## config.mk

```make
export PLATFORM = sky130hd
export DESIGN_NAME = mono_bitmap_color_expand_unit
export DESIGN_NICKNAME = d
export VERILOG_FILES = /design/src/rtl/mbce_pkg.sv /design/src/rtl/mbce_front.sv /design/src/rtl/mbce_queue.sv /design/src/rtl/mbce_back.sv /design/src/rtl/mono_bitmap_color_expand_unit.sv
export VERILOG_INCLUDE_DIRS = /design/src /design/src/rtl
export SDC_FILE = /design/constraint.sdc
export NUM_CORES = 1
export LEC_CHECK = 0
export BUFFER_PORTS_ARGS = -buffer_cell sky130_fd_sc_hd__buf_2
export CAP_MARGIN = 25
export CORE_MARGIN = 2
export CORE_UTILIZATION = 52
export CTS_CLUSTER_SIZE = 16
export DETAILED_ROUTE_END_ITERATION = 12
export GPL_TIMING_DRIVEN = 0
export PLACE_DENSITY_LB_ADDON = 0.15
export SLEW_MARGIN = 5
export SYNTH_ARGS = -nofsm -noshare
export SYNTH_HDL_FRONTEND = slang
export SYNTH_SLANG_ARGS = --single-unit
```

## constraint.sdc

```tcl
create_clock -name clock -period 6.65 [get_ports clock]
set_input_delay 1.33 -clock clock [delete_from_list [all_inputs] [get_ports clock]]
set_output_delay 1.33 -clock clock [all_outputs]
set_load 0.02 [all_outputs]
```

## src/rtl/assert_macros.svh

```systemverilog
// assertion macros shared by the color expand rtl
// no dependencies; included by the modules that carry checks
`ifndef ASSERT_MACROS_SVH
`define ASSERT_MACROS_SVH
`ifndef SYNTHESIS
`define MBCE_ASSERT(lbl, clk, rst, prop) \
   lbl: assert property (@(posedge clk) disable iff (rst) (prop)) \
      else $error("mbce assertion failed");
`define MBCE_ASSERT_IMPL(lbl, clk, rst, ante, cons) \
   lbl: assert property (@(posedge clk) disable iff (rst) (ante) |-> (cons)) \
      else $error("mbce assertion failed");
`define MBCE_ASSERT_NEXT(lbl, clk, rst, ante, cons) \
   lbl: assert property (@(posedge clk) disable iff (rst) (ante) |=> (cons)) \
      else $error("mbce assertion failed");
`else
`define MBCE_ASSERT(lbl, clk, rst, prop)
`define MBCE_ASSERT_IMPL(lbl, clk, rst, ante, cons)
`define MBCE_ASSERT_NEXT(lbl, clk, rst, ante, cons)
`endif
`endif

```

## src/rtl/mbce_pkg.sv

```systemverilog
// shared widths, register indexes, reset values and queue entry type
// for the monochrome bitmap color expand unit; no dependencies
package mbce_pkg;

   // default limits handed to the top level parameters
   localparam int DEF_MAX_SCREEN_DIM = 1024;
   localparam int DEF_MAX_GLYPH_DIM  = 256;

   // fixed field widths
   localparam int BYTE_BITS   = 8;
   localparam int MSB_INDEX   = 7;
   localparam int BYTE_W      = 8;
   localparam int SCR_REG_W   = 11;
   localparam int ORG_W       = 11;
   localparam int GLY_REG_W   = 9;
   localparam int COLOR_W     = 16;
   localparam int ADDR_W      = 20;
   localparam int POS_W       = 13;
   localparam int CSR_IDX_W   = 3;
   localparam int CSR_DATA_W  = 16;
   localparam int QUEUE_DEPTH = 2;

   // largest values the dimension registers can hold
   localparam int SCR_REG_MAX = 2047;
   localparam int GLY_REG_MAX = 511;

   // register indexes
   localparam logic [CSR_IDX_W-1:0] REG_SCREEN_WIDTH  = 3'd0;
   localparam logic [CSR_IDX_W-1:0] REG_SCREEN_HEIGHT = 3'd1;
   localparam logic [CSR_IDX_W-1:0] REG_ORIGIN_X      = 3'd2;
   localparam logic [CSR_IDX_W-1:0] REG_ORIGIN_Y      = 3'd3;
   localparam logic [CSR_IDX_W-1:0] REG_GLYPH_WIDTH   = 3'd4;
   localparam logic [CSR_IDX_W-1:0] REG_GLYPH_HEIGHT  = 3'd5;
   localparam logic [CSR_IDX_W-1:0] REG_INK_COLOR     = 3'd6;

   // register reset values
   localparam logic [SCR_REG_W-1:0] RST_SCREEN_DIM = 11'd1024;
   localparam logic [GLY_REG_W-1:0] RST_GLYPH_DIM  = 9'd8;
   localparam logic [COLOR_W-1:0]   RST_INK_COLOR  = 16'hFFFF;

   // one classified byte: visible pixel mask (bit b is icon pixel b from the left),
   // address of the screen row start, and screen column of the byte's first pixel
   typedef struct packed {
      logic [BYTE_BITS-1:0] mask;
      logic [ADDR_W-1:0]    row_base;
      logic [POS_W-1:0]     x0;
   } entry_type;

endpackage

```

## src/rtl/mbce_front.sv

```systemverilog
// front end: configuration registers, icon row/column counters and per-byte clipping
// uses mbce_pkg and assert_macros.svh
`include "assert_macros.svh"

module mbce_front #(
   parameter int MAX_SCREEN_DIM = mbce_pkg::DEF_MAX_SCREEN_DIM,
   parameter int MAX_GLYPH_DIM  = mbce_pkg::DEF_MAX_GLYPH_DIM
) (
   input  logic                             clock,
   input  logic                             reset,
   input  logic                             req_push,
   output logic                             req_full,
   input  logic [mbce_pkg::BYTE_W-1:0]      req_bitmap_byte,
   input  logic                             csr_valid,
   output logic                             csr_ready,
   input  logic [mbce_pkg::CSR_IDX_W-1:0]   csr_index,
   input  logic [mbce_pkg::CSR_DATA_W-1:0]  csr_data,
   input  logic                             q_full,
   output logic                             q_push,
   output mbce_pkg::entry_type              q_entry,
   output logic [mbce_pkg::COLOR_W-1:0]     ink_color
);
   import mbce_pkg::*;

   localparam int GLYPH_LIM = (MAX_GLYPH_DIM < GLY_REG_MAX) ? MAX_GLYPH_DIM : GLY_REG_MAX;
   localparam int SCR_LIM   = (MAX_SCREEN_DIM < SCR_REG_MAX) ? MAX_SCREEN_DIM : SCR_REG_MAX;
   localparam int GCNT_W    = $clog2(GLYPH_LIM + BYTE_BITS);
   localparam int SCR_W     = $clog2(SCR_LIM + 1);
   localparam int CMP_W     = GLY_REG_W + 1;
   localparam logic [GLY_REG_W-1:0] GLYPH_LIM_V = GLY_REG_W'(GLYPH_LIM);
   localparam logic [SCR_REG_W-1:0] SCR_LIM_V   = SCR_REG_W'(SCR_LIM);

   logic [SCR_REG_W-1:0] scr_w_ff, scr_w_in, scr_h_ff, scr_h_in;
   logic [ORG_W-1:0]     org_x_ff, org_x_in, org_y_ff, org_y_in;
   logic [GLY_REG_W-1:0] gly_w_ff, gly_w_in, gly_h_ff, gly_h_in;
   logic [COLOR_W-1:0]   ink_ff, ink_in;
   logic [GCNT_W-1:0]    colb_ff, colb_in, row_ff, row_in;

   logic                 csr_fire, cfg_hit, accept;
   logic [GLY_REG_W-1:0] gw_eff, gh_eff, rows;
   logic [SCR_REG_W-1:0] sw_eff, sh_eff;
   logic [CMP_W-1:0]     w_round, row_len, colb_next, row_next;
   logic                 col_wrap, row_wrap, row_ok;
   logic [POS_W-1:0]     py, x0;
   logic [BYTE_BITS-1:0] vis;
   logic [2*SCR_W-1:0]   prod;

   // configuration port, always ready
   assign csr_ready = 1'b1;
   assign csr_fire  = csr_valid && csr_ready;
   assign cfg_hit   = csr_fire && (csr_index <= REG_INK_COLOR);

   // register write decode
   always_comb begin
      scr_w_in = scr_w_ff;
      scr_h_in = scr_h_ff;
      org_x_in = org_x_ff;
      org_y_in = org_y_ff;
      gly_w_in = gly_w_ff;
      gly_h_in = gly_h_ff;
      ink_in   = ink_ff;
      if (csr_fire) begin
         unique case (csr_index)
            REG_SCREEN_WIDTH:  scr_w_in = csr_data[SCR_REG_W-1:0];
            REG_SCREEN_HEIGHT: scr_h_in = csr_data[SCR_REG_W-1:0];
            REG_ORIGIN_X:      org_x_in = csr_data[ORG_W-1:0];
            REG_ORIGIN_Y:      org_y_in = csr_data[ORG_W-1:0];
            REG_GLYPH_WIDTH:   gly_w_in = csr_data[GLY_REG_W-1:0];
            REG_GLYPH_HEIGHT:  gly_h_in = csr_data[GLY_REG_W-1:0];
            REG_INK_COLOR:     ink_in   = csr_data[COLOR_W-1:0];
            default: ;
         endcase
      end
   end

   // clamp oversized dimensions
   assign gw_eff = (gly_w_ff > GLYPH_LIM_V) ? GLYPH_LIM_V : gly_w_ff;
   assign gh_eff = (gly_h_ff > GLYPH_LIM_V) ? GLYPH_LIM_V : gly_h_ff;
   assign sw_eff = (scr_w_ff > SCR_LIM_V) ? SCR_LIM_V : scr_w_ff;
   assign sh_eff = (scr_h_ff > SCR_LIM_V) ? SCR_LIM_V : scr_h_ff;

   // padded row length and row count; zero width gives one byte per row
   assign w_round = CMP_W'(gw_eff) + CMP_W'(MSB_INDEX);
   assign row_len = (gw_eff == '0) ? CMP_W'(BYTE_BITS) : {w_round[CMP_W-1:3], 3'b000};
   assign rows    = (gh_eff == '0) ? GLY_REG_W'(1) : gh_eff;

   // counter stepping
   assign accept    = req_push && !req_full;
   assign colb_next = CMP_W'(colb_ff) + CMP_W'(BYTE_BITS);
   assign col_wrap  = colb_next >= row_len;
   assign row_next  = CMP_W'(row_ff) + CMP_W'(1);
   assign row_wrap  = row_next >= CMP_W'(rows);

   always_comb begin
      colb_in = colb_ff;
      row_in  = row_ff;
      if (cfg_hit) begin
         colb_in = '0;
         row_in  = '0;
      end else if (accept) begin
         if (col_wrap) begin
            colb_in = '0;
            row_in  = row_wrap ? '0 : row_next[GCNT_W-1:0];
         end else begin
            colb_in = colb_next[GCNT_W-1:0];
         end
      end
   end

   // vertical clip for the current icon row
   assign py     = {{(POS_W-ORG_W){org_y_ff[ORG_W-1]}}, org_y_ff} + POS_W'(row_ff);
   assign row_ok = (CMP_W'(row_ff) < CMP_W'(gh_eff)) && !py[POS_W-1] &&
                   (py < POS_W'(sh_eff));

   // horizontal clip for each pixel of the byte
   assign x0 = {{(POS_W-ORG_W){org_x_ff[ORG_W-1]}}, org_x_ff} + POS_W'(colb_ff);

   for (genvar b = 0; b < BYTE_BITS; b++) begin : g_pix
      logic [POS_W-1:0] px;
      logic [CMP_W-1:0] col;
      assign px  = x0 + POS_W'(b);
      assign col = CMP_W'(colb_ff) + CMP_W'(b);
      assign vis[b] = req_bitmap_byte[MSB_INDEX-b] && (col < CMP_W'(gw_eff)) &&
                      !px[POS_W-1] && (px < POS_W'(sw_eff));
   end

   // row start address
   assign prod = (2*SCR_W)'(py[SCR_W-1:0]) * (2*SCR_W)'(sw_eff[SCR_W-1:0]);

   assign q_entry.mask     = row_ok ? vis : '0;
   assign q_entry.row_base = ADDR_W'(prod);
   assign q_entry.x0       = x0;
   assign q_push           = accept && (q_entry.mask != '0);
   assign req_full         = q_full;
   assign ink_color        = ink_ff;

   always_ff @(posedge clock) begin
      if (reset) begin
         scr_w_ff <= RST_SCREEN_DIM;
         scr_h_ff <= RST_SCREEN_DIM;
         org_x_ff <= '0;
         org_y_ff <= '0;
         gly_w_ff <= RST_GLYPH_DIM;
         gly_h_ff <= RST_GLYPH_DIM;
         ink_ff   <= RST_INK_COLOR;
         colb_ff  <= '0;
         row_ff   <= '0;
      end else begin
         scr_w_ff <= scr_w_in;
         scr_h_ff <= scr_h_in;
         org_x_ff <= org_x_in;
         org_y_ff <= org_y_in;
         gly_w_ff <= gly_w_in;
         gly_h_ff <= gly_h_in;
         ink_ff   <= ink_in;
         colb_ff  <= colb_in;
         row_ff   <= row_in;
      end
   end

   // counters stay inside the icon
   `MBCE_ASSERT(a_col_in_row, clock, reset, CMP_W'(colb_ff) < row_len)
   `MBCE_ASSERT(a_row_in_icon, clock, reset, CMP_W'(row_ff) < CMP_W'(rows))

endmodule

```

## src/rtl/mbce_queue.sv

```systemverilog
// short queue of classified bytes between front and back end
// uses mbce_pkg and assert_macros.svh
`include "assert_macros.svh"

module mbce_queue (
   input  logic                clock,
   input  logic                reset,
   input  logic                push,
   input  mbce_pkg::entry_type entry_in,
   output logic                full,
   input  logic                pop,
   output mbce_pkg::entry_type head,
   output logic                empty
);
   import mbce_pkg::*;

   localparam int PTR_W = (QUEUE_DEPTH > 1) ? $clog2(QUEUE_DEPTH) : 1;
   localparam int CNT_W = $clog2(QUEUE_DEPTH + 1);
   localparam logic [PTR_W-1:0] LAST_PTR = PTR_W'(QUEUE_DEPTH - 1);

   entry_type          store_ff [QUEUE_DEPTH];
   logic [PTR_W-1:0]   wr_ptr_ff, wr_ptr_in, rd_ptr_ff, rd_ptr_in;
   logic [CNT_W-1:0]   count_ff, count_in;

   // pointer and fill count update
   always_comb begin
      wr_ptr_in = wr_ptr_ff;
      rd_ptr_in = rd_ptr_ff;
      count_in  = count_ff;
      if (push) begin
         wr_ptr_in = (wr_ptr_ff == LAST_PTR) ? '0 : wr_ptr_ff + PTR_W'(1);
      end
      if (pop) begin
         rd_ptr_in = (rd_ptr_ff == LAST_PTR) ? '0 : rd_ptr_ff + PTR_W'(1);
      end
      if (push && !pop) begin
         count_in = count_ff + CNT_W'(1);
      end else if (pop && !push) begin
         count_in = count_ff - CNT_W'(1);
      end
   end

   assign full  = (count_ff == CNT_W'(QUEUE_DEPTH));
   assign empty = (count_ff == '0);
   assign head  = store_ff[rd_ptr_ff];

   always_ff @(posedge clock) begin
      if (push) begin
         store_ff[wr_ptr_ff] <= entry_in;
      end
   end

   always_ff @(posedge clock) begin
      if (reset) begin
         wr_ptr_ff <= '0;
         rd_ptr_ff <= '0;
         count_ff  <= '0;
      end else begin
         wr_ptr_ff <= wr_ptr_in;
         rd_ptr_ff <= rd_ptr_in;
         count_ff  <= count_in;
      end
   end

   // fill count bounded and consistent with traffic
   `MBCE_ASSERT(a_count_bound, clock, reset, count_ff <= CNT_W'(QUEUE_DEPTH))
   `MBCE_ASSERT_IMPL(a_no_pop_empty, clock, reset, pop, count_ff != '0)
   `MBCE_ASSERT_NEXT(a_count_grows, clock, reset, push && !pop, count_ff == $past(count_ff) + CNT_W'(1))

endmodule

```

## src/rtl/mbce_back.sv

```systemverilog
// back end: walks the visible pixel mask of each byte into a result register,
// one pixel write per cycle while that register is free; uses mbce_pkg
module mbce_back (
   input  logic                          clock,
   input  logic                          reset,
   input  logic                          q_empty,
   input  mbce_pkg::entry_type           q_head,
   output logic                          q_pop,
   input  logic [mbce_pkg::COLOR_W-1:0]  ink_color,
   output logic                          rsp_empty,
   input  logic                          rsp_pop,
   output logic [mbce_pkg::ADDR_W-1:0]   rsp_pixel_address,
   output logic [mbce_pkg::COLOR_W-1:0]  rsp_pixel_value,
   output logic                          rsp_last_of_byte
);
   import mbce_pkg::*;

   localparam int IDX_W = $clog2(BYTE_BITS);

   logic [BYTE_BITS-1:0] mask_ff, mask_in;
   logic [ADDR_W-1:0]    base_ff, base_in;
   logic [POS_W-1:0]     x0_ff, x0_in;
   logic                 valid_ff, valid_in;
   logic [ADDR_W-1:0]    addr_ff, addr_in;
   logic [COLOR_W-1:0]   color_ff, color_in;
   logic                 last_ff, last_in;

   logic [IDX_W-1:0]     idx;
   logic [BYTE_BITS-1:0] rest, mask_after;
   logic                 out_free, emit;

   // leftmost pixel still to write
   always_comb begin
      idx = '0;
      for (int b = BYTE_BITS - 1; b >= 0; b--) begin
         if (mask_ff[b]) begin
            idx = IDX_W'(b);
         end
      end
   end

   assign out_free   = !valid_ff || rsp_pop;
   assign emit       = out_free && (mask_ff != '0);
   assign rest       = mask_ff & ~(BYTE_BITS'(1) << idx);
   assign mask_after = emit ? rest : mask_ff;
   assign q_pop      = (mask_after == '0) && !q_empty;

   // working byte: refill from the queue as soon as its last pixel goes out
   always_comb begin
      mask_in = mask_after;
      base_in = base_ff;
      x0_in   = x0_ff;
      if (q_pop) begin
         mask_in = q_head.mask;
         base_in = q_head.row_base;
         x0_in   = q_head.x0;
      end
   end

   // result register
   always_comb begin
      valid_in = valid_ff;
      addr_in  = addr_ff;
      color_in = color_ff;
      last_in  = last_ff;
      if (emit) begin
         valid_in = 1'b1;
         addr_in  = base_ff + ADDR_W'($signed(x0_ff)) + ADDR_W'(idx);
         color_in = ink_color;
         last_in  = (rest == '0);
      end else if (rsp_pop) begin
         valid_in = 1'b0;
      end
   end

   assign rsp_empty         = !valid_ff;
   assign rsp_pixel_address = addr_ff;
   assign rsp_pixel_value   = color_ff;
   assign rsp_last_of_byte  = last_ff;

   always_ff @(posedge clock) begin
      base_ff  <= base_in;
      x0_ff    <= x0_in;
      addr_ff  <= addr_in;
      color_ff <= color_in;
      last_ff  <= last_in;
   end

   always_ff @(posedge clock) begin
      if (reset) begin
         mask_ff  <= '0;
         valid_ff <= 1'b0;
      end else begin
         mask_ff  <= mask_in;
         valid_ff <= valid_in;
      end
   end

endmodule

```

## src/rtl/mono_bitmap_color_expand_unit.sv

```systemverilog
// top level of the monochrome bitmap color expand unit
// uses mbce_pkg, mbce_front, mbce_queue and mbce_back

// Expands a one-bit-per-pixel icon, fed as bytes (MSB is the leftmost pixel,
// rows padded to whole bytes), into 16-bit pixel writes at linear framebuffer
// addresses, clipped to the icon size and the screen. A byte is taken every
// cycle while the two-entry queue behind the front end has room; the front end
// clips the byte and finds its row address in the cycle it is taken, and bytes
// without a visible pixel leave no trace. The back end then gives one pixel
// write per cycle while the result port is drained, one per visible pixel of a
// byte, one to eight, so the result port limits the sustained rate. From idle,
// the first write of a byte passes the queue entry, the working byte and the
// result register. Registers are written through the csr port, which is always
// ready; any listed register write restarts the icon at its top left corner.
module mono_bitmap_color_expand_unit #(
   parameter int MAX_SCREEN_DIM = mbce_pkg::DEF_MAX_SCREEN_DIM,
   parameter int MAX_GLYPH_DIM  = mbce_pkg::DEF_MAX_GLYPH_DIM
) (
   input  logic                             clock,
   input  logic                             reset,
   input  logic                             req_push,
   output logic                             req_full,
   input  logic [mbce_pkg::BYTE_W-1:0]      req_bitmap_byte,
   output logic                             rsp_empty,
   input  logic                             rsp_pop,
   output logic [mbce_pkg::ADDR_W-1:0]      rsp_pixel_address,
   output logic [mbce_pkg::COLOR_W-1:0]     rsp_pixel_value,
   output logic                             rsp_last_of_byte,
   input  logic                             csr_valid,
   output logic                             csr_ready,
   input  logic [mbce_pkg::CSR_IDX_W-1:0]   csr_index,
   input  logic [mbce_pkg::CSR_DATA_W-1:0]  csr_data
);
   import mbce_pkg::*;

   logic               q_full, q_push, q_pop, q_empty;
   entry_type          q_entry, q_head;
   logic [COLOR_W-1:0] ink_color;

   // byte intake, registers and clipping
   mbce_front #(
      .MAX_SCREEN_DIM (MAX_SCREEN_DIM),
      .MAX_GLYPH_DIM  (MAX_GLYPH_DIM)
   ) u_front (
      .clock           (clock),
      .reset           (reset),
      .req_push        (req_push),
      .req_full        (req_full),
      .req_bitmap_byte (req_bitmap_byte),
      .csr_valid       (csr_valid),
      .csr_ready       (csr_ready),
      .csr_index       (csr_index),
      .csr_data        (csr_data),
      .q_full          (q_full),
      .q_push          (q_push),
      .q_entry         (q_entry),
      .ink_color       (ink_color)
   );

   // decoupling queue
   mbce_queue u_queue (
      .clock    (clock),
      .reset    (reset),
      .push     (q_push),
      .entry_in (q_entry),
      .full     (q_full),
      .pop      (q_pop),
      .head     (q_head),
      .empty    (q_empty)
   );

   // pixel write generation
   mbce_back u_back (
      .clock             (clock),
      .reset             (reset),
      .q_empty           (q_empty),
      .q_head            (q_head),
      .q_pop             (q_pop),
      .ink_color         (ink_color),
      .rsp_empty         (rsp_empty),
      .rsp_pop           (rsp_pop),
      .rsp_pixel_address (rsp_pixel_address),
      .rsp_pixel_value   (rsp_pixel_value),
      .rsp_last_of_byte  (rsp_last_of_byte)
   );

endmodule
```

After elaboration in Yosys (flattened, before gate mapping)
Memory sizes are Yosys's and may differ from the RTL's. A register that Yosys moved wholly into a read port is not among the register bits. Index checks and enable logic that the tools add are counted.

Bits in registers: 179. RAM bits: 82. Output and inout bits: 40. Memories: 1.

Add/subtract/negate cells: 25. Multiply operators: 1. Order comparisons: 25. Equal/unequal tests: 7. Shift operators: 1. Muxes and demuxes: 29. Bitwise gates (word level): 2. Reductions and logical operators: 67.

Memories: u_queue.store_ff (words 2, width 41, read ports 1, clocked after memory_dff 1, wr ports 1, RTL line mbce_queue.sv:21) `entry_type store_ff [QUEUE_DEPTH];`.

Operators with widths (number): 13-bit by 11-bit less-than comparator with 1-bit output (9); 10-bit by 9-bit less-than comparator with 1-bit output (7); 13-bit by 3-bit adder with 13-bit output, second input constant (4); 9-bit by 3-bit adder with 10-bit output, second input constant (5); 9-bit 2-to-1 mux (5); 1-bit logical AND (33); 13-bit by 2-bit adder with 13-bit output, second input constant (2); 11-bit by 10-bit adder with 12-bit output (2); 3-bit 2-to-1 mux (8); 8-bit 2-to-1 mux (3); 11-bit > comparator, second input constant (2); 11-bit 2-to-1 mux (2); 20-bit adder (1); 20-bit by 3-bit adder with 20-bit output (1); 9-bit by 1-bit adder with 10-bit output, second input constant (2); 9-bit by 2-bit adder with 10-bit output, second input constant (2); 11-bit by 11-bit multiplier with 20-bit output (1); 9-bit > comparator, second input constant (2); 9-bit zero test (2); 9-bit less-than comparator (2); 8-bit zero test (2); 2-bit AND reduction (8); 8-bit nonzero test (2); 1-bit zero test (14); other kinds (23) (36).

Logic depth before layout (Yosys ltp)
Word-level depth: 17. Depth in mapped cells: 27. Mapped depth without buffers: 27.

By module
From an unflattened synthesis, not the netlist that was laid out.

Cell total of the unflattened synthesis: 2086. Area total of the unflattened synthesis: 19656.4 um2.

By module, submodules not included: mbce_front (times used 1, cells each 1628, area an instance 12573.3 um2, sequential area each 1861.8 um2); mbce_back (times used 1, cells each 308, area an instance 3926.3 um2, sequential area each 2282.2 um2); mbce_queue (times used 1, cells each 150, area an instance 3156.8 um2, sequential area each 2562.5 um2).

Worst setup path before layout
OpenSTA, ideal clock, no wires.

Path type: reg-to-reg. Start: reg u_front.row_ff[0]. End: mem u_queue.store_ff[0][31] in the netlist's numbering, data pin. Arrival time: 6.499 ns. Slack: -0.069 ns. Stages on the path, launching flop included: 26. Period minus slack after synthesis: 6.719 ns. Cells stage by stage: dfxtp_1 > ha_1 > fa_1 > a21o_1 > a21o_1 > a21oi_1 > o21ai_0 > a21oi_1 > xor2_1 > clkinv_1 > nand2_1 > fa_1 > inv_1 > fa_1 > fa_1 > fa_1 > inv_1 > fa_1 > inv_1 > ha_1 > and2_1 > a31oi_1 > a311oi_1 > o21a_1 > o21a_1 > o311ai_0.

RTL lines: start, declared (RTL line mbce_front.sv:37) `logic [GCNT_W-1:0] colb_ff, colb_in, row_ff, row_in;`; start signal, assigned (RTL line mbce_front.sv:157) `row_ff <= row_in;`; end, declared (RTL line mbce_queue.sv:21).

==> impl_results.md <==
* Post-layout min period at 6.473 ns
* Highest-delay cell along the critical path: fa_1
* Row count at 70
* WL final at 49140 µm
* R2R Setup Slk at around 0.18 ns
* DRT antenna net count at 0
* Iteration-0 DRC count of the detailed router at 956
* Global-route wire length before repair at a little under 80000 µm
* Input/output buffers at 66
* Final #Nets at 2524
* Num CTS Buffers at 29
* Clk slew on worst S/H paths at 0.06 ns
* Initial core utilization at a little over half
* Post-synth EDFFs at roughly 150
* Clock Latency Late Sink at around 0.57 ns
* Min-Delay Endpoint: u_back.rsp_pixel_value[14]
* Worst hold path class: reg2reg
* Post-synth top area cell: edfxtp_1
* Initial antenna violation count at 0
* Hold Fails Final Rpt at 0
* Largest net degree at the start of global routing at 39
* Post-Route Utilization at around three fifths
* Share of cells above drive strength 1 at ~13%
* Worst reg-to-reg path cell count at 26
* Hold path start: u_front.ink_color[14]
* Leakage at 9.211 nW
* Clock skew at ~0.019 ns
* Area Growth Syn to Fin at 13.71%
* Htree depth at 1
* Worst EP required at between 7 and 8 ns
* Period utilization at 97.33%
* CP max FO at 6
* CP endpoint kind: flip-flop
* Fill cells at 3191
* GRT Total Usage at about 26%
* Chip width at slightly below 200 µm
* Rel. slew slack at roughly 37%
* Root buf cell: clkbuf_16
* Async S/R FF share, synth at 0%
* Most area-consuming cells after synthesis: edfxtp_1 23%, ha_1 16%, dfxtp_1 11%
* CTS sink count at ~260
* Mean number of vias per cell at 5.629
* Slew Limit Fails at 0
* Worst hold path cell count at 0
* Synth warn at 0
* Flops & latches, synth at about 260
* Reg2reg start: u_front.row_ff[0]
* P per Cell Area at 310.4 nW/µm²
* Placed cells at around 2600
* Sequential share of the synthesized area at 34.49%
* Vias in the first global route at ~15000
* Transition time at the pin with the least slew margin at 0.9376 ns
* Avg Cell Area, Syn at ~9.4 µm²
* RePlAce Congestion at around 0.94
* Largest stage delay, worst path at 0.57 ns
* CTS tree: yes
* MaxCap Viol Count at 0
* Finished Layout Cells at 2660
* WL per Instance at roughly 18 µm
* HPWL Detailed at about 37000 µm
* Multi-input gate area at 12000 µm²
* DRC at 0
* DR vias at 14973
* Synthesized instance count at ~2000
* Maximum VDD drop at approximately 420 µV
* Startpoint types: flip-flop
* Height of the die at a little under 200 µm
* Worst r2r dst: u_queue.store_ff[0][31]
* Top-level I/O count at 72
* Fmax at about 150 MHz
* Final setup violation count at 0
* Top cell type's share of synthesized area at a little under a quarter
* Mapped Area at between 15000 and 20000 µm²
* Post-synth cell types at 76
* Crit Path Class: reg2reg
* Total iterations of the first detailed-routing run at 5
* Die ar. at 38440 µm²
* Core area at 36430 µm²
* Synth Flop Type: edfxtp_1
* Crit path DAT at 6.83 ns
* Clock buffer depth at 3
* Most frequent CP cell: fa_1
* Total congestion overflow at 0
* Outcome: finished, final reports clean
* Register area at 6630 µm²
logic make-up (layout without fill, tap and decap cells):
logic type / count (synthesis) / after routing / share of synthesized area [%]
and+or+nand+nor: 705 / 705 / 16.80
AOI/OAI and AO/OA: 341 / 341 / 11.47
adders and majority gates: 324 / 324 / 24.41
DFF: 256 / 256 / 34.49
buffers and inverters: 247 / 404 / 5.016
xor gates and xnor gates: 117 / 117 / 5.381
muxes: 41 / 41 / 2.400
other: 2 / 4 / 0.03915
cell usage after synthesis (7+ instances only):
master     count
nand2b_1      15
o31ai_1        8
ha_1         239
nand2_1      320
inv_1        179
a21o_1        36
nand3_1       48
clkbuf_1      53
a31oi_1        9
nand3b_1      21
o21a_1        16
xnor2_1       79
nand4_1       16
nor3_1        34
and2_1        26
o21bai_1       7
o21ai_0       47
and3_1        13
a21oi_1      139
xor2_1        37
dfxtp_1      107
a211oi_1      15
a211o_1        8
o2111ai_1      8
edfxtp_1     149
nor2b_1       32
nor2_1       145
mux2_2        40
fa_1          84
what timing repair did:
item,CTS,global route
setup endpoints to repair,93,80
resized for setup,38,57
buffers inserted,13,21
pin swaps,10,51
hold buffers,0,0
final cells by class:
type,instances,area share (%)
antenna,1,0.01147
buffer,61,1.222
clock buffer,36,3.447
clock inverter,17,0.9121
inverter,186,3.293
multi-input combinational,1531,55.02
sequential,256,30.40
tap,468,2.685
timing repair buffer,104,3.012
layer usage:
layer | GRT usage [%] | vias up | part of all wire, %
met4 | 7.997 | 0 | 2.9
li1 | - | 7294 | -
met3 | 3.473 | 100 | 5.0
met1 | 34.44 | 7213 | 45
met2 | 43.23 | 366 | 47
met5 | 0 | - | 0
through the flow:
stage	setup TNS [ns]	hold WS [ns]	cell area (µm²)	setup WS (ns)	total power, mW
2_1_floorplan	0	0.4081	19190	0.07022	4.447
3_3_place_gp	-149.84	0.4125	20100	-2.470	5.063
3_5_place_dp	-26.39	0.4154	20180	-0.9918	5.185
4_1_cts	0	0.4283	21400	0.01607	6.832
5_1_grt	-0.1290	0.4340	21810	-0.05079	7.221
6_report	0	0.4261	21810	0.1773	6.771
registers in the layout, summed over array words and instances, names as in the netlist, 11 cells and up, named ones only:
signal and cells:
u_front.scr_h_ff 11, u_front.ink_color 16, u_back.rsp_pixel_value 16, u_front.org_x_ff 11
u_back.x0_ff 12, u_front.scr_w_ff 11, u_front.org_y_ff 11, u_back.rsp_pixel_address 20
u_back.base_ff 20, u_queue.store_ff 80
worst max path at each step:
stage               slack, ns               from                 endpoint
CTS                      0.02  u_front.row_ff[0]  u_queue.store_ff[1][32]
global route            -0.05  u_front.row_ff[0]  u_queue.store_ff[1][32]
detailed placement      -0.99  u_front.row_ff[0]  u_queue.store_ff[1][31]
finish                   0.18  u_front.row_ff[0]  u_queue.store_ff[0][31]
floorplan                0.07  u_front.row_ff[0]  u_queue.store_ff[0][31]
global placement        -2.47  u_front.row_ff[0]  u_queue.store_ff[0][27]
worst max-delay path: cells and delay by family (launching register included):
family	cells	cell delay (ns)
xor gates and xnor gates	1	0.21
and+or+nand+nor	2	0.31
AOI/OAI and AO/OA	9	1.57
adders and majority gates	8	3.22
buffers and inverters	6	0.60
DFF	1	0.36
power by group:
part           leakage [nW]  switching, mW  total, mW  internal, mW
clock                 0.459          0.645       1.60         0.957
sequential             2.24          0.141       2.47          2.33
combinational          6.51           1.65       2.70          1.04
total                  9.21           2.44       6.77          4.33
layout by cell type (no fill, tap or decap), drive strengths merged, types with 6 or more instances in the layout:
cell type,instances
nand4,17
a21o,36
a21oi,139
nand2,320
o2111ai,8
a211oi,15
inv,183
nor2b,32
mux2,40
a211o,8
a2111oi,6
xor2,37
o21ai,47
a31oi,9
ha,239
o31ai,8
o211ai,6
nand3b,21
and2,27
nor3b,6
nor3,34
nand3,48
edfxtp,149
clkbuf,88
nand2b,15
and3,13
buf,113
nor2,145
dfxtp,107
xnor2,80
o21a,16
o21bai,7
clkinv,14
nor4,6
fa,84
(Power assumes the default switching activity.)
